===== src/design/fptc_pkg.sv =====
// Package for the point/frustum test block: sizes, payload types, plane
// field extraction and saturation. No dependencies.
`default_nettype none
package fptc_pkg;

	localparam int PLANE_COUNT = 6;
	localparam int REG_COUNT   = 6;
	// planes without a register stay zero and never reject, so no cell for them
	localparam int CELL_COUNT  = (PLANE_COUNT < REG_COUNT) ? PLANE_COUNT : REG_COUNT;

	localparam int IDX_W   = 3;
	localparam int COORD_W = 24;
	localparam int COEF_W  = 13;
	localparam int OFS_W   = 25;
	localparam int PROD_W  = COEF_W + COORD_W;   // a*x, 22 fraction bits
	localparam int DIST_W  = PROD_W + 2;         // sum of four terms
	localparam int PLANE_W = 64;
	localparam int FRAC_SH = 12;                 // Q.22 -> Q.10
	localparam int PPROD_W = DIST_W + COEF_W;    // t*a, 34 fraction bits
	localparam int PDIFF_W = PPROD_W + 1;
	localparam int PROJ_SH = 24;                 // Q.34 -> Q.10
	localparam int WIDE_W  = PDIFF_W - PROJ_SH;  // 29 bits after projection shift
	localparam int DATA_IN_W  = 3 * COORD_W;
	localparam int DATA_OUT_W = 104;

	typedef logic signed [COORD_W-1:0] coord_t;
	typedef logic signed [COEF_W-1:0]  coef_t;
	typedef logic signed [OFS_W-1:0]   ofs_t;
	typedef logic signed [PROD_W-1:0]  prod_t;
	typedef logic signed [DIST_W-1:0]  dist_t;
	typedef logic signed [PPROD_W-1:0] pprod_t;
	typedef logic signed [WIDE_W-1:0]  wide_t;
	typedef logic [PLANE_W-1:0]        plane_t;
	typedef logic [IDX_W-1:0]          idx_t;

	// payload handed from cell to cell
	typedef struct packed {
		coord_t x;
		coord_t y;
		coord_t z;
		logic   found;
		idx_t   idx;
		dist_t  t;
		coef_t  a;
		coef_t  b;
		coef_t  c;
	} cell_data_t;

	typedef struct packed {
		logic   in_view;
		idx_t   nearest;
		coord_t plane_dist;
		coord_t cx;
		coord_t cy;
		coord_t cz;
	} result_t;

	function automatic coef_t plane_a(input plane_t p);
		return p[COEF_W-1:0];
	endfunction

	function automatic coef_t plane_b(input plane_t p);
		return p[2*COEF_W-1:COEF_W];
	endfunction

	function automatic coef_t plane_c(input plane_t p);
		return p[3*COEF_W-1:2*COEF_W];
	endfunction

	function automatic ofs_t plane_d(input plane_t p);
		return p[3*COEF_W+OFS_W-1:3*COEF_W];
	endfunction

	// clamp to the coordinate range
	function automatic coord_t sat_coord(input wide_t v);
		logic [WIDE_W-COORD_W:0] hi;
		hi = v[WIDE_W-1:COORD_W-1];
		if (hi == '0 || hi == '1) begin
			return v[COORD_W-1:0];
		end else if (v[WIDE_W-1]) begin
			return {1'b1, {(COORD_W-1){1'b0}}};
		end else begin
			return {1'b0, {(COORD_W-1){1'b1}}};
		end
	endfunction

endpackage
`default_nettype wire


===== src/design/fptc_cell.sv =====
// One plane cell: signed distance of the point to its plane, then keeps the
// least-violated plane seen so far. Depends on fptc_pkg.
`default_nettype none
module fptc_cell (
	input  wire                  clk,
	input  wire                  arst_n,
	input  wire fptc_pkg::idx_t  cell_idx,
	input  wire fptc_pkg::plane_t plane,
	input  wire                  in_valid,
	output logic                 in_ready,
	input  wire fptc_pkg::cell_data_t in_data,
	output logic                 out_valid,
	input  wire                  out_ready,
	output fptc_pkg::cell_data_t out_data
);
	import fptc_pkg::*;

	logic       v_s1, v_s2;
	logic       rdy_s1, rdy_s2;
	cell_data_t d_s1, d_s2;
	prod_t      ax_s1, by_s1, cz_s1, dd_s1;
	prod_t      ax_c, by_c, cz_c;
	dist_t      t_c;
	logic       take_c;
	cell_data_t nxt_c;

	assign rdy_s2   = !v_s2 || out_ready;
	assign rdy_s1   = !v_s1 || rdy_s2;
	assign in_ready = rdy_s1;

	// products first, each on its own multiplier
	assign ax_c = PROD_W'(plane_a(plane)) * PROD_W'(in_data.x);
	assign by_c = PROD_W'(plane_b(plane)) * PROD_W'(in_data.y);
	assign cz_c = PROD_W'(plane_c(plane)) * PROD_W'(in_data.z);

	always_ff @(posedge clk or negedge arst_n) begin
		if (!arst_n) begin
			v_s1 <= 1'b0;
		end else if (rdy_s1) begin
			v_s1 <= in_valid;
		end
	end

	always_ff @(posedge clk) begin
		if (rdy_s1 && in_valid) begin
			d_s1  <= in_data;
			ax_s1 <= ax_c;
			by_s1 <= by_c;
			cz_s1 <= cz_c;
			dd_s1 <= {plane_d(plane), {FRAC_SH{1'b0}}};
		end
	end

	// sum and compare against the running best
	assign t_c    = DIST_W'(ax_s1) + DIST_W'(by_s1) + DIST_W'(cz_s1) + DIST_W'(dd_s1);
	assign take_c = t_c[DIST_W-1] && (!d_s1.found || (t_c > d_s1.t));

	always_comb begin
		nxt_c = d_s1;
		if (take_c) begin
			nxt_c.found = 1'b1;
			nxt_c.idx   = cell_idx;
			nxt_c.t     = t_c;
			nxt_c.a     = plane_a(plane);
			nxt_c.b     = plane_b(plane);
			nxt_c.c     = plane_c(plane);
		end
	end

	always_ff @(posedge clk or negedge arst_n) begin
		if (!arst_n) begin
			v_s2 <= 1'b0;
		end else if (rdy_s2) begin
			v_s2 <= v_s1;
		end
	end

	always_ff @(posedge clk) begin
		if (rdy_s2 && v_s1) begin
			d_s2 <= nxt_c;
		end
	end

	assign out_valid = v_s2;
	assign out_data  = d_s2;

endmodule
`default_nettype wire


===== config.mk =====
export PLATFORM = sky130hd
export DESIGN_NAME = fptc_cell
export DESIGN_NICKNAME = d
export VERILOG_FILES = /design/src/design/fptc_pkg.sv /design/src/design/fptc_cell.sv
export SDC_FILE = /design/constraint.sdc
export NUM_CORES = 2
export LEC_CHECK = 0
export BUFFER_PORTS_ARGS = -buffer_cell sky130_fd_sc_hd__buf_4
export CORE_MARGIN = 1
export CORE_UTILIZATION = 45
export DETAILED_ROUTE_END_ITERATION = 10
export GPL_ROUTABILITY_DRIVEN = 1
export PLACE_DENSITY = 0.74
export SLEW_MARGIN = 0
export SYNTH_ARGS = -nofsm -noshare
export SYNTH_HDL_FRONTEND = slang
export SYNTH_SLANG_ARGS = --single-unit
export TNS_END_PERCENT = 10

===== constraint.sdc =====
create_clock -name clk -period 22 [get_ports clk]
set_input_delay 3.3 -clock clk [delete_from_list [all_inputs] [get_ports clk]]
set_output_delay 3.3 -clock clk [all_outputs]
set_load 0.005 [all_outputs]

==> impl_metrics.ini <==
[route]
dr.pass1.iters = 6
drc = 0
routedWlPerCell_um = 19.0
finalWirelength_um = 122000
via_per_inst = 5.20
final_antenna_net_count = 0
drt_iter0_drc = 2397
vias = 33482

[setup_path]
worstSetupPathType = in2reg
crit_arrival_ns = 9.89
worst_setup_path_start_kind = primary input
critPathSlowestCell = o41ai_1
cp_max_fo = 25
cp_common_cell = fa_1
required_ns = 22.40
slowest_delay_ns = 0.63
endpoint_kind = flop
worstPathCellList = buf_4 -> nand2_1 -> fa_1 -> inv_1 -> fa_1 -> fa_1 -> inv_1 -> fa_1 -> inv_1 -> fa_1 -> fa_1 -> ha_1 -> a211o_1 -> o2111ai_1 -> a21boi_0 -> o31a_1 -> o41ai_1 -> o21ai_0 -> a41oi_1 -> nor2b_1 -> xnor2_1

[global_routing]
grt_pass1_wl_um = 194000
grt_pass1_vias = 35696
grt_overflow_total = 0
grt_usage_pct = 22.1
grt_max_degree = 76
grt_antenna_before_repair = 1

[floorplanning]
die_area_um2 = 114000
design.core.area_um2 = 111000
start_util_pct = 45.6
ios = 381
die_h_um = 338
num_rows = 122
die_width_um = 338

[logic_synthesis]
netlist_area_um2 = 50800
synth_area_leaders = fa_1 (36%), edfxtp_1 (26%), ha_1 (8.7%)
synth_common_cells = inv_1 (984), fa_1 (913), nand2_1 (574), edfxtp_1 (444), ha_1 (353)
avgSynthCellArea_um2 = 10.9
synth_edf_count = 444
synth_top_area_cell = fa_1
syn_nets = 6131
synth_top_area_share_pct = 36.0
synthDistinctLibCells = 67
yosysWarnings = 0
ys_seq_elements = 446
async_reset_ff_share_pct = 0.448
ys_seq_area_share_pct = 26.4
synth.most_common_cell = inv_1
synthCells = 4640
ys.flop_type = edfxtp_1

[clock_network]
cts.path.max_buffers = 3
clkTransAtPathRegs_ns = 0.07
root_buffer = clkbuf_16
cts.repair.resized = 0
clock-sinks = 446
clock_latency_ns = 0.67
cts_made_buffers = 51
cts.htree.levels = 2
holdBufCountCts = 0
cts_tree = done
cts_setup_buffers = 0

[timing]
hold_viol = 0
slew_headroom_pct = 28.3
max_freq_ghz = 0.105
rsz0062_at_grt = false
fin_crit_sh_pct = 43.1
tightest_slew_ns = 1.08
fin_skew_ns = 0.0507
setup_violations = 0
slew_violations = 0
setup-tns-final_ns = 0
period_needed_ns = 9.49

[placed_design]
globalplace.congestion = 0.926
io_buffers = 380
dpl.hpwl_um = 97300
place_inst = 6348

[cells_and_area]
drive_above_1_share_pct = 9.83
area_growth_syn_to_layout_pct = 11.4
layout.nets = 6404
antennaDiodeCount = 0
final_cell_count_no_fill = 6441

[flow_run]
max_cap_viol_count = 0

[status]
outcome = finished, final reports clean

[worst_hold_path]
min_path_type = reg2reg
==> final timing paths <==
| kind | start | to | slack, ns | cells past startpoint |
|---|---|---|---|---|
| worst min register to register | d_s1[142]$_DFFE_PP_ | out_data[142]$_DFFE_PP_ | 0.38 | 0 |
| min in group asynchronous | arst_n | v_s1$_DFFE_PN0N_ | 2.40 | 1 |
| max in group asynchronous | arst_n | out_valid$_DFFE_PN0P_ | 19.52 | 1 |
| worst max register to register | ax_s1[2]$_DFFE_PP_ | out_data[30]$_DFFE_PP_ | 13.11 | 24 |
| worst min-delay path | d_s1[142]$_DFFE_PP_ | out_data[142]$_DFFE_PP_ | 0.38 | 0 |
| worst max-delay path | plane[27] | cz_s1[33]$_DFFE_PP_ | 12.51 | 21 |
==> cells by family after synthesis <==
group | Yosys count | synth area share (%)
mux | 83 | 1.84
simple gates | 1192 | 11.4
flops | 446 | 26.4
compound gates | 364 | 4.75
buf+inv | 1151 | 8.57
xor+xnor | 138 | 2.40
fa+ha+maj | 1266 | 44.7
==> through the flow <==
stage          setup WS (ns)  util (%)  area [um^2]  hold slack (ns)
2_1_floorplan          11.24         -        50800            0.400
3_3_place_gp           12.07      49.3        54900            0.401
3_5_place_dp           11.89      49.3        54900            0.405
4_1_cts                12.60      50.8        56600            0.385
5_1_grt                12.23      50.8        56600            0.391
6_report               12.51      50.8        56600            0.382
==> cell usage in the layout (no fill, tap or decap), drive strengths merged, types with 58 or more instances in the layout <==
cell    Yosys  final
nand2b     83     83
and2      350    350
clkbuf    159     58
ha        353    353
xnor2     110    110
edfxtp    444    444
nor2       78     78
inv       984    992
fa        913    913
nand2     574    574
a21oi     110    110
buf         8    387
mux2       82     82
==> metal layers <==
| metal | global-route usage (%) | share of wire (%) | wire length, um |
|---|---|---|---|
| met5 | 0 | 0 | 0 |
| met4 | 7.71 | 3.6 | 4410 |
| met3 | 4.28 | 7.7 | 9370 |
| met2 | 35.9 | 47 | 57900 |
| met1 | 29.5 | 41 | 50500 |
==> critical path, delay by kind of cell <==
kind / cells / cell delay, ns
buf+inv: 4 / 0.47
simple gates: 2 / 0.35
fa+ha+maj: 7 / 3.41
xor+xnor: 1 / 0.07
compound gates: 7 / 2.28
==> sequential cells by signal (all words and copies together) (netlist names) <==
signal / flops
out_valid: 1
cz_s1: 37
dd_s1: 25
d_s1: 154
ax_s1: 37
by_s1: 37
v_s1: 1
out_data: 154
==> cell type report <==
class,instances,area (um^2)
clock buffers,58,1300
clock inverters,35,362
fillers,9789,54700
inverters,984,3690
multi-input cells,3043,33000
flip-flops and latches,446,13400
well taps,1488,1860
repair buffers,387,2910
Power is not shown: default switching activity piles up to over one toggle a cycle in this logic, so the estimate is an artifact.
