[config.mk]
export PLATFORM = sky130hd
export DESIGN_NAME = fptc_proj
export DESIGN_NICKNAME = d
export VERILOG_FILES = /design/src/design/fptc_pkg.sv /design/src/design/fptc_proj.sv
export SDC_FILE = /design/constraint.sdc
export NUM_CORES = 2
export LEC_CHECK = 0
export ABC_AREA = 1
export BUFFER_PORTS_ARGS = -buffer_cell sky130_fd_sc_hd__buf_2
export CORE_ASPECT_RATIO = 0.75
export CORE_UTILIZATION = 30
export CTS_CLUSTER_SIZE = 28
export DETAILED_ROUTE_END_ITERATION = 10
export SETUP_SLACK_MARGIN = 0.05
export SYNTH_ARGS = -nofsm -noshare
export SYNTH_HDL_FRONTEND = slang
export SYNTH_SLANG_ARGS = --single-unit
[constraint.sdc]
create_clock -name clk -period 6.1 [get_ports clk]
set_input_delay 1.22 -clock clk [delete_from_list [all_inputs] [get_ports clk]]
set_output_delay 1.22 -clock clk [all_outputs]
set_load 0.02 [all_outputs]
[src/design/fptc_pkg.sv]
// Package for the point/frustum test block: sizes, payload types, plane
// field extraction and saturation. No dependencies.
`default_nettype none
package fptc_pkg;

	localparam int PLANE_COUNT = 6;
	localparam int REG_COUNT   = 6;
	// planes without a register stay zero and never reject, so no cell for them
	localparam int CELL_COUNT  = (PLANE_COUNT < REG_COUNT) ? PLANE_COUNT : REG_COUNT;

	localparam int IDX_W   = 3;
	localparam int COORD_W = 24;
	localparam int COEF_W  = 13;
	localparam int OFS_W   = 25;
	localparam int PROD_W  = COEF_W + COORD_W;   // a*x, 22 fraction bits
	localparam int DIST_W  = PROD_W + 2;         // sum of four terms
	localparam int PLANE_W = 64;
	localparam int FRAC_SH = 12;                 // Q.22 -> Q.10
	localparam int PPROD_W = DIST_W + COEF_W;    // t*a, 34 fraction bits
	localparam int PDIFF_W = PPROD_W + 1;
	localparam int PROJ_SH = 24;                 // Q.34 -> Q.10
	localparam int WIDE_W  = PDIFF_W - PROJ_SH;  // 29 bits after projection shift
	localparam int DATA_IN_W  = 3 * COORD_W;
	localparam int DATA_OUT_W = 104;

	typedef logic signed [COORD_W-1:0] coord_t;
	typedef logic signed [COEF_W-1:0]  coef_t;
	typedef logic signed [OFS_W-1:0]   ofs_t;
	typedef logic signed [PROD_W-1:0]  prod_t;
	typedef logic signed [DIST_W-1:0]  dist_t;
	typedef logic signed [PPROD_W-1:0] pprod_t;
	typedef logic signed [WIDE_W-1:0]  wide_t;
	typedef logic [PLANE_W-1:0]        plane_t;
	typedef logic [IDX_W-1:0]          idx_t;

	// payload handed from cell to cell
	typedef struct packed {
		coord_t x;
		coord_t y;
		coord_t z;
		logic   found;
		idx_t   idx;
		dist_t  t;
		coef_t  a;
		coef_t  b;
		coef_t  c;
	} cell_data_t;

	typedef struct packed {
		logic   in_view;
		idx_t   nearest;
		coord_t plane_dist;
		coord_t cx;
		coord_t cy;
		coord_t cz;
	} result_t;

	function automatic coef_t plane_a(input plane_t p);
		return p[COEF_W-1:0];
	endfunction

	function automatic coef_t plane_b(input plane_t p);
		return p[2*COEF_W-1:COEF_W];
	endfunction

	function automatic coef_t plane_c(input plane_t p);
		return p[3*COEF_W-1:2*COEF_W];
	endfunction

	function automatic ofs_t plane_d(input plane_t p);
		return p[3*COEF_W+OFS_W-1:3*COEF_W];
	endfunction

	// clamp to the coordinate range
	function automatic coord_t sat_coord(input wide_t v);
		logic [WIDE_W-COORD_W:0] hi;
		hi = v[WIDE_W-1:COORD_W-1];
		if (hi == '0 || hi == '1) begin
			return v[COORD_W-1:0];
		end else if (v[WIDE_W-1]) begin
			return {1'b1, {(COORD_W-1){1'b0}}};
		end else begin
			return {1'b0, {(COORD_W-1){1'b1}}};
		end
	endfunction

endpackage
`default_nettype wire

[src/design/fptc_proj.sv]
// Projection stage: p - t*n on the chosen plane, distance rescale and
// saturation, or pass-through when inside. Depends on fptc_pkg.
`default_nettype none
module fptc_proj (
	input  wire                  clk,
	input  wire                  arst_n,
	input  wire                  in_valid,
	output logic                 in_ready,
	input  wire fptc_pkg::cell_data_t in_data,
	output logic                 out_valid,
	input  wire                  out_ready,
	output fptc_pkg::result_t    out_data
);
	import fptc_pkg::*;

	logic       v_s1, v_s2;
	logic       rdy_s1, rdy_s2;
	cell_data_t d_s1;
	pprod_t     pa_s1, pb_s1, pc_s1;
	coord_t     dist_s1;
	result_t    r_s2;
	wide_t      dist_w_c;
	wide_t      px_c, py_c, pz_c;
	logic signed [PDIFF_W-1:0] dx_c, dy_c, dz_c;

	assign rdy_s2   = !v_s2 || out_ready;
	assign rdy_s1   = !v_s1 || rdy_s2;
	assign in_ready = rdy_s1;

	// floor shift of t is its upper bits, sign kept
	assign dist_w_c = WIDE_W'($signed(in_data.t[DIST_W-1:FRAC_SH]));

	always_ff @(posedge clk or negedge arst_n) begin
		if (!arst_n) begin
			v_s1 <= 1'b0;
		end else if (rdy_s1) begin
			v_s1 <= in_valid;
		end
	end

	always_ff @(posedge clk) begin
		if (rdy_s1 && in_valid) begin
			d_s1    <= in_data;
			pa_s1   <= PPROD_W'(in_data.t) * PPROD_W'(in_data.a);
			pb_s1   <= PPROD_W'(in_data.t) * PPROD_W'(in_data.b);
			pc_s1   <= PPROD_W'(in_data.t) * PPROD_W'(in_data.c);
			dist_s1 <= sat_coord(dist_w_c);
		end
	end

	// point aligned to 34 fraction bits minus t*n, then floor back to Q.10
	assign dx_c = PDIFF_W'($signed({d_s1.x, {PROJ_SH{1'b0}}})) - PDIFF_W'(pa_s1);
	assign dy_c = PDIFF_W'($signed({d_s1.y, {PROJ_SH{1'b0}}})) - PDIFF_W'(pb_s1);
	assign dz_c = PDIFF_W'($signed({d_s1.z, {PROJ_SH{1'b0}}})) - PDIFF_W'(pc_s1);
	assign px_c = dx_c[PDIFF_W-1:PROJ_SH];
	assign py_c = dy_c[PDIFF_W-1:PROJ_SH];
	assign pz_c = dz_c[PDIFF_W-1:PROJ_SH];

	always_ff @(posedge clk or negedge arst_n) begin
		if (!arst_n) begin
			v_s2 <= 1'b0;
		end else if (rdy_s2) begin
			v_s2 <= v_s1;
		end
	end

	always_ff @(posedge clk) begin
		if (rdy_s2 && v_s1) begin
			if (d_s1.found) begin
				r_s2.in_view    <= 1'b0;
				r_s2.nearest    <= d_s1.idx;
				r_s2.plane_dist <= dist_s1;
				r_s2.cx         <= sat_coord(px_c);
				r_s2.cy         <= sat_coord(py_c);
				r_s2.cz         <= sat_coord(pz_c);
			end else begin
				r_s2.in_view    <= 1'b1;
				r_s2.nearest    <= '0;
				r_s2.plane_dist <= '0;
				r_s2.cx         <= d_s1.x;
				r_s2.cy         <= d_s1.y;
				r_s2.cz         <= d_s1.z;
			end
		end
	end

	assign out_valid = v_s2;
	assign out_data  = r_s2;

endmodule
`default_nettype wire

==> flow_summary.yaml <==
floorplanning:
  rows: 155
  dieArea_um2: 243000
  io_pins: 260
  core_um2: 239000
  initial_core_util_pct: 30.3
  fp.dieH_um: 427
  die_w_um: 568
worst_setup_path:
  end_kind: "register"
  critPathLaunch: "in_data[50]"
  reg2reg_depth: 16
  start_kind: "input port"
  timing.rr.start: "d_s1[129]"
  reg2reg_to: "out_data[30]"
  arrival_ns: 6.47
  cp.required_ns: 6.51
  critPathKind: "in2reg"
  r2r_slack_ns: 2.66
  worst-path-max-fanout: 8
clocking:
  root_buffer: "clkbuf_16"
  clock_latency_ns: 0.67
  cts_tree: "done"
  clock_path_buffers: 3
  cts_sinks: 358
  cts-htree-levels: 2
  numCtsBuffers: 48
  cts.clk_slew.worst_paths_ns: 0.06
  hold_buffers: 0
global_routing:
  gr-usage-met2_pct: 27.6
  use_met3_pct: 4.82
  grt_pass1_wl_mm: 356
  grt_busiest_layer: "met1"
  grt_start_max_net_pins: 152
  grt_usage_pct: 19.0
  grt_overflow: 0
  grt_pass1_vias: 60600
  antenna_found_initial: 24
  gr-usage-met1_pct: 28.4
detailed_routing:
  totalWireLength_mm: 241
  vias: 61500
  wl_per_cell_um: 18.0
  vias_per_cell: 4.59
  drt-pass1-iter-count: 6
  antenna_left: 0
  drc: 0
  dr.first_iter.drc_count: 5361
timing:
  max_slew.worst_pin.slew_ns: 1.12
  fmax_ghz: 0.165
  maxSlewHeadroom_pct: 25.2
  fin_crit_ns: 6.06
  skew_ns: 0.0351
  setup_viol: 0
  fin_setup_tns_ns: 0
  min_period_over_period_pct: 99.3
  grt_setup_unrepaired: "true"
  drv_slew: 0
  hold_viol: 0
  hold_ws_ns: 0.345
synthesis:
  ys_warn_count: 0
  yosysSeqAreaShare_pct: 14.9
  syn-cell-area_um2: 72200
  avgSynthCellArea_um2: 7.90
  synth.distinct_cells: 47
  postSynthCellCount: 9133
  yosysTopAreaCellShare_pct: 37.3
  yosys_register_bits: 358
  yosys.area.top_type: "fa_1"
  async_reset_ff_share_pct: 0.559
  synthFlopType: "edfxtp_1"
  synth.net_count: 11100
  ys_top_cells_by_area: "fa_1 (37%), edfxtp_1 (15%), nand2_1 (15%), inv_1 (11%), ha_1 (7.6%)"
  synth-edff-count: 356
cells_and_area:
  fillers: 24400
  area_growth_pct: 26.2
  fin_nets: 12200
  drive_gt1_share_pct: 18.9
flow_run:
  maxCapViolations: 0
worst_hold_path:
  hp-class: "in2async"
placed_design:
  hpwl_mm: 196
  gp_congestion: 0.963
  portBuffers: 259
status:
  status: "finished, final reports clean"
## cells by family after synthesis
group	synth area share (%)
AOI/OAI and AO/OA	4.02
xor gates and xnor gates	2.78
adders and majority gates	44.9
buffers and inverters	13.3
DFF	14.9
and+or+nand+nor	20.1
## worst max-delay path: stages
cell	delay (ns)
buf_6	0.07
buf_12	0.13
buf_12	0.16
buf_8	0.13
nand2_1	0.09
fa_1	0.56
inv_1	0.05
fa_1	0.54
fa_1	0.44
fa_1	0.48
fa_2	0.58
ha_2	0.27
ha_1	0.31
a21oi_1	0.16
inv_1	0.11
a31oi_2	0.25
o21ai_0	0.14
nand2_1	0.09
o211ai_1	0.18
a21o_1	0.24
a21oi_1	0.16
xnor2_1	0.08
## per-layer routing
layer	routed length (um)	up-vias
li1	-	29000
met1	111000	30000
met2	98800	2244
met3	27000	211
met4	4530	24
met5	163	-
## how the worst max path moves through the flow
stage	to	slack (ns)	depth (start not counted)
global placement	pb_s1[46]	-0.86	23
CTS	pc_s1[50]	0.004	22
finish	pa_s1[37]	0.04	22
floorplan	pc_s1[51]	0.03	22
detailed placement	pc_s1[50]	-0.85	21
global route	pa_s1[47]	-0.13	25
## sequential cells by signal (all words and copies together) (netlist names)
name	cells
pa_s1	52
v_s1	1
d_s1	76
out_valid	1
out_data	100
dist_s1	24
pb_s1	52
pc_s1	52
## layout by cell type, fill, tap and decap left out, drive strengths merged, types with 6 or more instances in the layout
master	n
nand2	2798
inv	2200
buf	1353
fa	1344
nor2	603
ha	441
edfxtp	356
a21oi	260
nand3	161
xor2	128
o21ai	128
xnor2	101
clkbuf	83
nand4	71
a31oi	43
nor3	28
clkinv	23
o21bai	18
a21o	18
nor4	18
o21a	15
o211ai	12
diode	9
clkinvlp	6
o31ai	6
and2	6
## per-stage QoR
| step | util [%] | area (um^2) | setup WS, ns | cells |
|---|---|---|---|---|
| global route | 38.2 | 91100 | -0.135 | 13400 |
| CTS | 36.6 | 87300 | 0.00409 | 13300 |
| global placement | 35.9 | 85700 | -0.856 | 13200 |
| floorplan | - | 73100 | 0.0346 | 9133 |
| finish | 38.2 | 91100 | 0.0425 | 13400 |
| detailed placement | 35.9 | 85700 | -0.848 | 13200 |
## synth_stat cells (4+ instances only)
cell / n
nand2_1: 2790
inv_1: 2190
fa_1: 1344
nor2_1: 587
ha_1: 441
edfxtp_1: 356
clkbuf_1: 265
a21oi_1: 260
nand3_1: 153
xor2_1: 128
o21ai_0: 121
xnor2_1: 101
nand4_1: 71
buf_1: 63
a31oi_1: 43
nor3_1: 28
a21o_1: 18
nor4_1: 18
o21bai_1: 18
nor2_2: 16
o21a_1: 15
o211ai_1: 12
nand3_2: 8
buf_2: 7
buf_6: 7
nand2_2: 7
o21ai_1: 7
and2_1: 6
o31ai_1: 6
a21boi_0: 5
and3_1: 5
buf_4: 5
inv_2: 5
o221ai_1: 4
## layout make-up
class	instances	area, um^2	share of cell area, %
multi-input combinational	6231	54400	59.8
antenna	9	22.5	0.0247
sequential	358	10700	11.8
inverter	2197	8260	9.07
clock inverter	34	310	0.341
tap	3140	3930	4.31
clock buffer	56	1250	1.38
timing repair buffer	1380	12100	13.3
## repair_timing
item / CTS / global route
pin swaps: 6 / 178
setup buffers: 2 / 79
gates resized for setup: 18 / 562
endpoints found under the hold margin: 0 / 0
setup endpoints to repair: 31 / 97
cloned: 0 / 21
Power is not shown: default switching activity piles up to over one toggle a cycle in this logic, so the estimate is an artifact.
